--- src/rtl/nvp_pkg.sv ---
// ----------------------------------------------------------------------------
// nvp_pkg
// shared types, constants and codes of the nearest vertex pick block
// ----------------------------------------------------------------------------
package nvp_pkg;

  localparam int CAPACITY = 16;
  localparam int HIT_AW   = $clog2(CAPACITY);
  localparam int CNT_W    = $clog2(CAPACITY + 1);
  localparam logic [CNT_W-1:0] CAP_CNT = CNT_W'(CAPACITY);

  localparam int HIT_W = 40;     // part serial and vertex number

  localparam logic [23:0] Z_ONE     = 24'd65536;
  localparam logic [49:0] DIST_ONES = {1'b0, {49{1'b1}}};

  // configuration register indexes
  localparam logic [1:0] CFG_CURSOR_X = 2'd0;
  localparam logic [1:0] CFG_CURSOR_Y = 2'd1;
  localparam logic [1:0] CFG_WINDOW_X = 2'd2;
  localparam logic [1:0] CFG_WINDOW_Y = 2'd3;

  typedef enum logic [1:0] {
    CMD_CLEAR = 2'd0,
    CMD_OFFER = 2'd1,
    CMD_READ  = 2'd2
  } cmd_t;

  typedef enum logic [1:0] {
    ACT_NONE     = 2'd0,
    ACT_NEW_BEST = 2'd1,
    ACT_TIE_ADD  = 2'd2,
    ACT_TIE_DROP = 2'd3
  } action_t;

  typedef struct packed {
    cmd_t        cmd;
    logic [23:0] vert_x;
    logic [23:0] vert_y;
    logic [23:0] vert_z;
    logic [15:0] part_id;
    logic [23:0] vertex_id;
    logic [3:0]  read_index;
  } nvp_in_t;

  typedef struct packed {
    logic [4:0]  hit_total;
    logic        anything_found;
    logic        list_overflow;
    action_t     action;
    logic [15:0] read_part;
    logic [23:0] read_vertex;
    logic        read_valid;
  } nvp_out_t;

  // candidate handed from the geometry front end to the update stage
  typedef struct packed {
    cmd_t        cmd;
    logic [23:0] vert_x;
    logic [23:0] vert_y;
    logic [23:0] vert_z;
    logic [15:0] part_id;
    logic [23:0] vertex_id;
    logic [3:0]  read_index;
    logic        in_win;
    logic [48:0] sq_x;
    logic [48:0] sq_y;
  } nvp_cand_t;

endpackage

--- src/rtl/nearest_vertex_pick.sv ---
// ----------------------------------------------------------------------------
// nearest_vertex_pick
// keeps the projected vertex nearest to a cursor, with a list of tied hits
// ----------------------------------------------------------------------------
// The block takes one item per clock cycle while the output side is not
// stalled, and gives one registered result item for each. Two front stages
// form the cursor offsets with the window and depth test and then square
// them; the third stage adds the squares, compares with the stored best
// distance and updates the pick state in the same cycle, so that compare and
// update loop sets the rate. Hits (part serial and vertex number) sit in a 16
// entry ram, written on a new best or an appended tie and read through a
// registered port for the read command; only entries below hit_total are
// ever passed to the output, so the ram needs no clearing pass.
// The cursor and window registers may be written only while the block is idle.
// ----------------------------------------------------------------------------
module nearest_vertex_pick import nvp_pkg::*; (
  input  logic        clk,
  input  logic        rst,
  input  logic        in_valid,
  output logic        in_ready,
  input  nvp_in_t     in_data,
  output logic        out_valid,
  input  logic        out_ready,
  output nvp_out_t    out_data,
  input  logic        cfg_we,
  input  logic [1:0]  cfg_index,
  input  logic [15:0] cfg_data
);

  // configuration registers
  logic [15:0] cursor_x;
  logic [15:0] cursor_y;
  logic [11:0] window_x;
  logic [11:0] window_y;

  // candidate between the geometry front end and the update stage
  logic        cand_valid;
  logic        cand_ready;
  nvp_cand_t   cand;

  // register writes, window widths keep their low twelve bits
  always_ff @(posedge clk) begin
    if (rst) begin
      cursor_x <= '0;
      cursor_y <= '0;
      window_x <= '0;
      window_y <= '0;
    end else if (cfg_we) begin
      case (cfg_index)
        CFG_CURSOR_X: cursor_x <= cfg_data;
        CFG_CURSOR_Y: cursor_y <= cfg_data;
        CFG_WINDOW_X: window_x <= cfg_data[11:0];
        CFG_WINDOW_Y: window_y <= cfg_data[11:0];
        default: ;
      endcase
    end
  end

  // offsets, window test and squares
  nvp_front u_front (
    .clk        (clk),
    .rst        (rst),
    .in_valid   (in_valid),
    .in_ready   (in_ready),
    .in_data    (in_data),
    .cursor_x   (cursor_x),
    .cursor_y   (cursor_y),
    .window_x   (window_x),
    .window_y   (window_y),
    .cand_valid (cand_valid),
    .cand_ready (cand_ready),
    .cand       (cand)
  );

  // compare, state update, hit ram and output register
  nvp_core u_core (
    .clk        (clk),
    .rst        (rst),
    .cand_valid (cand_valid),
    .cand_ready (cand_ready),
    .cand       (cand),
    .out_valid  (out_valid),
    .out_ready  (out_ready),
    .out_data   (out_data)
  );

endmodule

--- src/rtl/nvp_hit_ram.sv ---
// ----------------------------------------------------------------------------
// nvp_hit_ram
// simple dual port ram, one write and one registered read port
// ----------------------------------------------------------------------------
module nvp_hit_ram #(
  parameter int WIDTH = 40,
  parameter int DEPTH = 16
) (
  input  logic                     clk,
  input  logic                     wr_en,
  input  logic [$clog2(DEPTH)-1:0] wr_addr,
  input  logic [WIDTH-1:0]         wr_data,
  input  logic                     rd_en,
  input  logic [$clog2(DEPTH)-1:0] rd_addr,
  output logic [WIDTH-1:0]         rd_data
);

  logic [WIDTH-1:0] mem [DEPTH];

  always_ff @(posedge clk) begin
    if (wr_en) begin
      mem[wr_addr] <= wr_data;
    end
  end

  always_ff @(posedge clk) begin
    if (rd_en) begin
      rd_data <= mem[rd_addr];
    end
  end

endmodule

--- src/rtl/nvp_front.sv ---
// ----------------------------------------------------------------------------
// nvp_front
// offsets from the cursor, window and depth test, then squared offsets
// ----------------------------------------------------------------------------
module nvp_front import nvp_pkg::*; (
  input  logic        clk,
  input  logic        rst,
  input  logic        in_valid,
  output logic        in_ready,
  input  nvp_in_t     in_data,
  input  logic [15:0] cursor_x,
  input  logic [15:0] cursor_y,
  input  logic [11:0] window_x,
  input  logic [11:0] window_y,
  output logic        cand_valid,
  input  logic        cand_ready,
  output nvp_cand_t   cand
);

  typedef struct packed {
    cmd_t        cmd;
    logic [23:0] vert_x;
    logic [23:0] vert_y;
    logic [23:0] vert_z;
    logic [15:0] part_id;
    logic [23:0] vertex_id;
    logic [3:0]  read_index;
    logic        in_win;
    logic [24:0] ax;
    logic [24:0] ay;
  } s1_t;

  s1_t         s1;
  logic        s1_valid;
  logic        s1_ready;
  logic        s2_ready;

  logic [24:0] dx, dy, ax, ay;
  logic        in_win;
  logic [49:0] px, py;

  // offsets in 1/256 pixel, magnitudes fit 25 bits unsigned
  always_comb begin
    dx = {cursor_x[15], cursor_x, 8'h00} - {in_data.vert_x[23], in_data.vert_x};
    dy = {cursor_y[15], cursor_y, 8'h00} - {in_data.vert_y[23], in_data.vert_y};
    ax = dx[24] ? (25'd0 - dx) : dx;
    ay = dy[24] ? (25'd0 - dy) : dy;
    in_win = !in_data.vert_z[23] && (in_data.vert_z <= Z_ONE) &&
             (ax <= {5'd0, window_x, 8'h00}) && (ay <= {5'd0, window_y, 8'h00});
  end

  assign s2_ready   = !cand_valid || cand_ready;
  assign s1_ready   = !s1_valid || s2_ready;
  assign in_ready   = s1_ready;

  always_ff @(posedge clk) begin
    if (rst) begin
      s1_valid <= 1'b0;
    end else if (s1_ready) begin
      s1_valid <= in_valid;
    end
  end

  always_ff @(posedge clk) begin
    if (s1_ready && in_valid) begin
      s1.cmd        <= in_data.cmd;
      s1.vert_x     <= in_data.vert_x;
      s1.vert_y     <= in_data.vert_y;
      s1.vert_z     <= in_data.vert_z;
      s1.part_id    <= in_data.part_id;
      s1.vertex_id  <= in_data.vertex_id;
      s1.read_index <= in_data.read_index;
      s1.in_win     <= in_win;
      s1.ax         <= ax;
      s1.ay         <= ay;
    end
  end

  // squares, at most 2^48 each
  assign px = {25'd0, s1.ax} * {25'd0, s1.ax};
  assign py = {25'd0, s1.ay} * {25'd0, s1.ay};

  always_ff @(posedge clk) begin
    if (rst) begin
      cand_valid <= 1'b0;
    end else if (s2_ready) begin
      cand_valid <= s1_valid;
    end
  end

  always_ff @(posedge clk) begin
    if (s2_ready && s1_valid) begin
      cand.cmd        <= s1.cmd;
      cand.vert_x     <= s1.vert_x;
      cand.vert_y     <= s1.vert_y;
      cand.vert_z     <= s1.vert_z;
      cand.part_id    <= s1.part_id;
      cand.vertex_id  <= s1.vertex_id;
      cand.read_index <= s1.read_index;
      cand.in_win     <= s1.in_win;
      cand.sq_x       <= px[48:0];
      cand.sq_y       <= py[48:0];
    end
  end

endmodule

--- src/rtl/nvp_core.sv ---
// ----------------------------------------------------------------------------
// nvp_core
// best-distance compare, pick state update, hit list ram and result register
// ----------------------------------------------------------------------------
module nvp_core import nvp_pkg::*; (
  input  logic      clk,
  input  logic      rst,
  input  logic      cand_valid,
  output logic      cand_ready,
  input  nvp_cand_t cand,
  output logic      out_valid,
  input  logic      out_ready,
  output nvp_out_t  out_data
);

  logic             found, found_next;
  logic [23:0]      best_x, best_y, best_z;
  logic [23:0]      best_x_next, best_y_next, best_z_next;
  logic [49:0]      best_dist, best_dist_next;
  logic [CNT_W-1:0] hit_count, hit_count_next;
  logic             overflow, overflow_next;
  action_t          action_next;

  logic [49:0]      dist_sq;
  logic             is_new, is_tie, room, rd_hit, fire;

  logic              wr_en, rd_en;
  logic [HIT_AW-1:0] wr_addr;
  logic [HIT_W-1:0]  rd_data;

  logic [CNT_W-1:0] o_total;
  logic             o_found, o_ovf, o_rvalid;
  action_t          o_action;

  assign cand_ready = !out_valid || out_ready;
  assign fire       = cand_valid && cand_ready;

  always_comb begin
    dist_sq = {1'b0, cand.sq_x} + {1'b0, cand.sq_y};
    is_new  = (cand.cmd == CMD_OFFER) && cand.in_win && (dist_sq < best_dist);
    is_tie  = (cand.cmd == CMD_OFFER) && !is_new && found &&
              (best_x == cand.vert_x) && (best_y == cand.vert_y) &&
              (best_z == cand.vert_z);
    room    = hit_count < CAP_CNT;
    rd_hit  = (cand.cmd == CMD_READ) && ({1'b0, cand.read_index} < hit_count);

    found_next     = found;
    best_x_next    = best_x;
    best_y_next    = best_y;
    best_z_next    = best_z;
    best_dist_next = best_dist;
    hit_count_next = hit_count;
    overflow_next  = overflow;
    action_next    = ACT_NONE;
    wr_addr        = hit_count[HIT_AW-1:0];

    case (cand.cmd)
      CMD_CLEAR: begin
        found_next     = 1'b0;
        best_x_next    = '0;
        best_y_next    = '0;
        best_z_next    = '0;
        best_dist_next = DIST_ONES;
        hit_count_next = '0;
        overflow_next  = 1'b0;
      end
      CMD_OFFER: begin
        if (is_new) begin
          found_next     = 1'b1;
          best_x_next    = cand.vert_x;
          best_y_next    = cand.vert_y;
          best_z_next    = cand.vert_z;
          best_dist_next = dist_sq;
          hit_count_next = CNT_W'(1);
          action_next    = ACT_NEW_BEST;
          wr_addr        = '0;
        end else if (is_tie) begin
          if (room) begin
            hit_count_next = hit_count + CNT_W'(1);
            best_dist_next = dist_sq;
            action_next    = ACT_TIE_ADD;
          end else begin
            overflow_next  = 1'b1;
            action_next    = ACT_TIE_DROP;
          end
        end
      end
      default: ;
    endcase
  end

  assign wr_en = fire && (is_new || (is_tie && room));
  assign rd_en = fire && (cand.cmd == CMD_READ);

  nvp_hit_ram #(
    .WIDTH (HIT_W),
    .DEPTH (CAPACITY)
  ) u_ram (
    .clk     (clk),
    .wr_en   (wr_en),
    .wr_addr (wr_addr),
    .wr_data ({cand.part_id, cand.vertex_id}),
    .rd_en   (rd_en),
    .rd_addr (cand.read_index[HIT_AW-1:0]),
    .rd_data (rd_data)
  );

  always_ff @(posedge clk) begin
    if (rst) begin
      found     <= 1'b0;
      best_x    <= '0;
      best_y    <= '0;
      best_z    <= '0;
      best_dist <= DIST_ONES;
      hit_count <= '0;
      overflow  <= 1'b0;
      out_valid <= 1'b0;
    end else begin
      if (fire) begin
        found     <= found_next;
        best_x    <= best_x_next;
        best_y    <= best_y_next;
        best_z    <= best_z_next;
        best_dist <= best_dist_next;
        hit_count <= hit_count_next;
        overflow  <= overflow_next;
      end
      if (cand_ready) begin
        out_valid <= cand_valid;
      end
    end
  end

  always_ff @(posedge clk) begin
    if (fire) begin
      o_total  <= hit_count_next;
      o_found  <= found_next;
      o_ovf    <= overflow_next;
      o_action <= action_next;
      o_rvalid <= rd_hit;
    end
  end

  always_comb begin
    out_data.hit_total      = o_total;
    out_data.anything_found = o_found;
    out_data.list_overflow  = o_ovf;
    out_data.action         = o_action;
    out_data.read_part      = o_rvalid ? rd_data[39:24] : 16'd0;
    out_data.read_vertex    = o_rvalid ? rd_data[23:0] : 24'd0;
    out_data.read_valid     = o_rvalid;
  end

endmodule

--- config.mk ---
export PLATFORM = sky130hd
export DESIGN_NAME = nearest_vertex_pick
export DESIGN_NICKNAME = d
export VERILOG_FILES = /design/src/rtl/nvp_pkg.sv /design/src/rtl/nearest_vertex_pick.sv /design/src/rtl/nvp_hit_ram.sv /design/src/rtl/nvp_front.sv /design/src/rtl/nvp_core.sv
export SDC_FILE = /design/constraint.sdc
export NUM_CORES = 2
export LEC_CHECK = 0
export ABC_CLOCK_PERIOD_IN_PS = 22500
export BUFFER_PORTS_ARGS = -buffer_cell sky130_fd_sc_hd__buf_2
export CORE_ASPECT_RATIO = 1.1
export CORE_MARGIN = 2
export CORE_UTILIZATION = 30
export DETAILED_ROUTE_END_ITERATION = 10
export HOLD_SLACK_MARGIN = 0.08
export PLACE_DENSITY_LB_ADDON = 0.15
export SLEW_MARGIN = 20
export SYNTH_ARGS = -nofsm -noshare
export SYNTH_HDL_FRONTEND = slang
export SYNTH_HIERARCHICAL = 1
export SYNTH_SLANG_ARGS = --single-unit
export TNS_END_PERCENT = 10
--- constraint.sdc ---
create_clock -name clk -period 22.5 [get_ports clk]
set_input_delay 1.125 -clock clk [delete_from_list [all_inputs] [get_ports clk]]
set_output_delay 1.125 -clock clk [all_outputs]
set_load 0.02 [all_outputs]
# After elaboration in Yosys (flattened, before gate mapping)
# Memory sizes are Yosys's and may differ from the RTL's. A register that Yosys moved wholly into a read port is not among the register bits.
# Cells that the tools add are included.
[op_classes] add_sub_neg=6 mul=2 magnitude_cmp=6 eq_ne=11 n_mux=31 bitwise_logic=2 n_reduce_logical=36
[ops] cell="two-way mux 50 bit" count=3
[ops] cell="case mux 24 bit (2 select lines)" count=3
[ops] cell="case mux 50 bit (2 select lines)" count=1
[ops] cell="multiplier 25 x 25 -> 49 bit" count=2
[ops] cell="two-way mux 24 bit" count=4
[ops] cell="== test 24 bit" count=3
[ops] cell="adder 49 x 49 -> 50 bit" count=1
[ops] cell="<= comparator 25 x 20 -> 1 bit" count=2
[ops] cell="less-than comparator 50 bit" count=1
[ops] cell="two-way mux 25 bit" count=2
[ops] cell="subtractor 1 x 25 -> 25 bit (first input constant)" count=2
[ops] cell="subtractor 24 x 24 -> 25 bit" count=2
[ops] cell="<= comparator 24 x 17 -> 1 bit (second input constant)" count=1
[ops] cell="logical AND 1 bit" count=17
[ops] cell="two-way mux 16 bit" count=1
[ops] cell="two-way mux 5 bit" count=3
[ops] cell="case mux 5 bit (2 select lines)" count=1
[ops] cell="two-way mux 1 bit" count=9
[ops] cell="two-way mux 4 bit" count=2
[ops] cell="AND reduction 2 bit" count=4
[ops] cell="== test 2 bit (second input constant)" count=3
[ops] cell="!= test 3 x 1 -> 1 bit (second input constant)" count=2
[ops] cell="adder 5 x 1 -> 5 bit (second input constant)" count=1
[ops] cell="logical NOT 1 bit" count=5
[ops] cell="other kinds (12)" count=19
[word_totals] register_bits=584 ram_bits=640 in_bits=141 output_inout_bits=52 word_cells=135 memories=1
[memory_table] name="u_core.u_ram.mem" words=16 word_bits=40 rd=1 rd_ports_with_merged_regs=1 write_ports=1 line_no="nvp_hit_ram.sv:18" source="logic [WIDTH-1:0] mem [DEPTH];"

# Logic depth before layout (Yosys ltp)
[depth] depth_word=14 mapped_depth=29 ltp_nobuf=29

# Hierarchy
# The synthesis kept the hierarchy.
[by_module_without_submodules] module="nvp_front" instances=1 cells_per_inst=4907 area_per_inst_um2=50861.3 seq_area_each_um2=11451.0
[by_module_without_submodules] module="nvp_hit_ram" instances=1 cells_per_inst=1040 area_per_inst_um2=25532.0 seq_area_each_um2=20419.6
[by_module_without_submodules] module="nvp_core" instances=1 cells_per_inst=1257 area_per_inst_um2=10080.9 seq_area_each_um2=2902.8
[by_module_without_submodules] module="nearest_vertex_pick" instances=1 cells_per_inst=204 area_per_inst_um2=2247.2 seq_area_each_um2=1121.1

# Worst setup path after synthesis
# Ideal clock, no wire load.
[synth_path] path_kind="input port to flip-flop" startpoint="in out_ready" endpoint="reg u_front/cand[100] (netlist name)" setup_ps=816 arrival_time_ps=10743 required_ps=21684 path_slack_ps=10941 path_stages=3 path_buffers=0 path_cell_list="nand2b_1 > nor2b_1 > nor2b_1"
[synth_between] elab_chain_cells=3
[synth_lines] item="from (decl)" line_no="nearest_vertex_pick.sv:23" source="input logic out_ready,"
[synth_lines] item="logical OR 1 bit" line_no="nvp_core.sv:35" source="assign cand_ready = !out_valid || out_ready;"
[synth_lines] item="logical OR 1 bit" line_no="nvp_front.sv:52" source="assign s2_ready = !cand_valid || cand_ready;"
[synth_lines] item="logical AND 1 bit" line_no="nvp_front.sv:92" source="if (s2_ready && s1_valid) begin"
# Every way passes these cells.
# A chain may end at the register's enable or synchronous reset.

# Worst setup path in the final report
[layout_path] startpoint="reg u_front/s1[36] in the netlist's numbering" endpoint="reg u_front/cand[94] (netlist name)"
[layout_between] elab_chain_cells=1
[layout_lines] item="from (decl)" line_no="nvp_front.sv:33" source="s1_t s1;"
[layout_lines] item="multiplier 25 x 25 -> 49 bit" line_no="nvp_front.sv:80" source="assign px = {25'd0, s1.ax} * {25'd0, s1.ax};"
[layout_lines] item="via u_front.px[45]" line_no="nvp_front.sv:40" source="logic [49:0] px, py;"
# The timed path passes the listed nets, and every way through them passes these cells.

==> summary.md <==
| Metric | Value |
|---|---|
| TritonRoute pass-1 iters | `7` |
| Total clock sinks | `~1300` |
| Mean Syn Cell Area | `about 12 sq um` |
| Clk buf depth | `3` |
| Largest net degree at the start of global routing | `around 110` |
| Rows | `about 210` |
| Die W | `~520 um` |
| YS warnings | `6` |
| Max-slew violations | `0` |
| Commonest cells post-synth | `1451 x inv_1, 1070 x edfxtp_1, 933 x fa_1, 524 x ha_1, 500 x nand2_1` |
| CTS resizes | `0` |
| Clk_lat worst skew | `0.82 ns` |
| Top-count cell post-synth | `inv_1` |
| Residual overflow from global routing | `0` |
| Synth top area share | `36.22%` |
| Hold Vio Cnt, Final | `0` |
| Post-Syn Area | `88720 sq um` |
| Die Span Y | `574.4 um` |
| GR Util met1 | `roughly a fifth` |
| Reg2reg start | `u_front/s1[36]` |
| Asr flop ratio synth | `0%` |
| First-pass GRT wire length | `roughly 370000 um` |
| Top cells by area, synth | `edfxtp_1 36%, fa_1 21%, ha_1 7.4%` |
| H-tree depth | `4` |
| Distinct cell type count after synthesis | `approximately 110` |
| Setup Buffers After CTS | `0` |
| Cell taking the most area after synthesis | `edfxtp_1` |
| Vias | `around 54000` |
| Run status | `finished clean` |
| Hold Buf Count CTS | `0` |
| Starting density of the core | `a little under a third` |
| EDFF count, synth | `around 1100` |
| CTS tree | `built` |
| Period utilization | `a little under two fifths` |
| Type of the worst setup path | `reg2reg` |
| Vias in the first global route | `59540` |
| Unrepaired setup endpoints after global routing | `false` |
| CTS Buf Count | `~150` |
| GRT Max-Usage Layer | `met2` |
| Antenna Nets Post-Route | `0` |
| Fillers | `about 30000` |
| Primary FF master, synth | `edfxtp_1` |
| Full die area | `roughly 300000 sq um` |
| Hold_sp | `u_front/s1[128]` |
| Critical Path RT | `23.05 ns` |
| Via density | `4.678` |
| Max Cap Viol | `0` |
| GRT Util Overall | `between 15 and 20%` |
| Worst Setup SP | `u_front/s1[36]` |
| Routed wire length | `~240000 um` |
| Setup TNS | `0 ns` |
| Post-Synthesis Cells | `about 7400` |
| Final setup violation count | `0` |
| CTS root buf | `clkbuf_16` |
| Crit-path slowest cell | `o31ai_1` |
| Critical Path AT | `slightly above 9 ns` |
| Synth-to-layout area growth | `11.74%` |
| Critical Path Start Type | `flop` |
| Drt drc | `0` |
| Post-DP HPWL | `roughly 170000 um` |
| Flops & latches, synth | `~1300` |
| Final net count | `9185` |
| Measured slew at the worst slew-check pin | `about 1.2 ns` |
| Buffers on Ports | `192` |
| CP Max Fanout | `15` |
| CORE AREA | `about 290000 sq um` |
| Global placer's final weighted congestion | `around 0.83` |
| Reg clk slew, reported paths | `0.06 ns` |
| Hold crit path type | `reg2reg` |
| Max Clock Skew | `between 0.06 and 0.07 ns` |
| WL per Instance | `20.86 um` |
| Highest clock rate | `approximately 0.12 GHz` |
| Top Ports | `193` |
| Share of layout cells above drive strength 1 | `approximately 8.9%` |
| Worst setup EP type | `flop` |
| Met2 Resource Use GR | `between 20% and 30%` |
| Relative slew slack | `between 10% and 20%` |
| CP max stage delay | `0.74 ns` |
| GR Util met3 | `approximately 2.1%` |
| Final Critical Period | `between 8 and 9 ns` |
| Antenna violations before repair | `14` |
| DRT iter0 DRCs | `about 3000` |
| Register area share after synthesis | `40.46%` |
==> registers in the layout, indices dropped and copies added, names as in the netlist, 2 cells and up <==
register	count
u_core/u_ram/mem	640
u_front/cand	213
u_front/s1	167
u_core/best_dist	50
u_core/u_ram/rd_data	40
u_core/best_x	24
u_core/best_y	24
u_core/best_z	24
cursor_x	16
cursor_y	16
window_x	12
window_y	12
u_core/hit_count	5
u_core/o_total	5
u_core/o_action	2
==> layout make-up <==
class                      instances  area (sq um)  share of cell area, %
antenna                            2         5.005               0.005048
clock buffer                     192          4058                  4.093
clock inverter                    86         848.3                 0.8557
inverter                        1453          5454                  5.502
multi-input combinational       4436         46290                  46.69
sequential                      1258         35890                  36.21
tap                             3903          4883                  4.926
timing repair buffer             286          1702                  1.716
==> cell usage in the layout (no fill, tap or decap), drive strengths merged, types with 188 or more instances in the layout <==
cell    synthesis  routed
and2          309     309
clkbuf        187     192
xnor2         196     196
inv          1452    1460
nand2         501     501
dfxtp         188     188
edfxtp       1070    1070
ha            524     524
nor2          305     305
a21oi         232     232
fa            933     933
buf            75     286
==> per-layer routing <==
layer  part of all wire (%)  wire length [um]
met1                     43            104500
met2                     51            124100
met3                    3.3              8095
met4                    2.3              5515
met5                  0.013                31
==> metrics by stage <==
| step | area [sq um] | cells | hold slack, ns | worst slack, ns | util [%] |
|---|---|---|---|---|---|
| 6_report | 99140 | 11620 | 0.3778 | 13.93 | 33.67 |
| 5_1_grt | 99140 | 11620 | 0.3965 | 13.38 | 33.67 |
| 4_1_cts | 99130 | 11610 | 0.3728 | 13.84 | 33.67 |
| 3_5_place_dp | 94220 | 11340 | 0.4045 | 13.87 | 32.00 |
| 3_3_place_gp | 94200 | 11340 | 0.4009 | 13.91 | 31.99 |
| 2_1_floorplan | 88730 | 7409 | 0.4003 | 10.94 | - |
==> cells by family after synthesis <==
logic type,synth area share [%]
and+or+nand+nor,9.146
muxes,5.054
buffers and inverters,7.587
adders and majority gates,28.44
xor gates and xnor gates,2.813
other,0.004227
AOI/OAI and AO/OA,6.496
DFF,40.46
==> critical path: cells and delay by family (launching register included) <==
| kind | cells | cell delay, ns |
|---|---|---|
| simple gates | 2 | 0.36 |
| flops | 1 | 0.48 |
| fa+ha+maj | 8 | 3.77 |
| xor+xnor | 1 | 0.13 |
| compound gates | 7 | 2.69 |
| buf+inv | 8 | 0.86 |
==> worst paths after layout <==
kind                       end  slack, ns  cells past startpoint
max           u_front/cand[94]      13.93                     26
min          u_front/cand[176]       0.38                      0
max reg2reg   u_front/cand[94]      13.93                     26
min reg2reg  u_front/cand[176]       0.38                      0
Power is not shown: default switching activity piles up to over one toggle a cycle in this logic, so the estimate is an artifact.
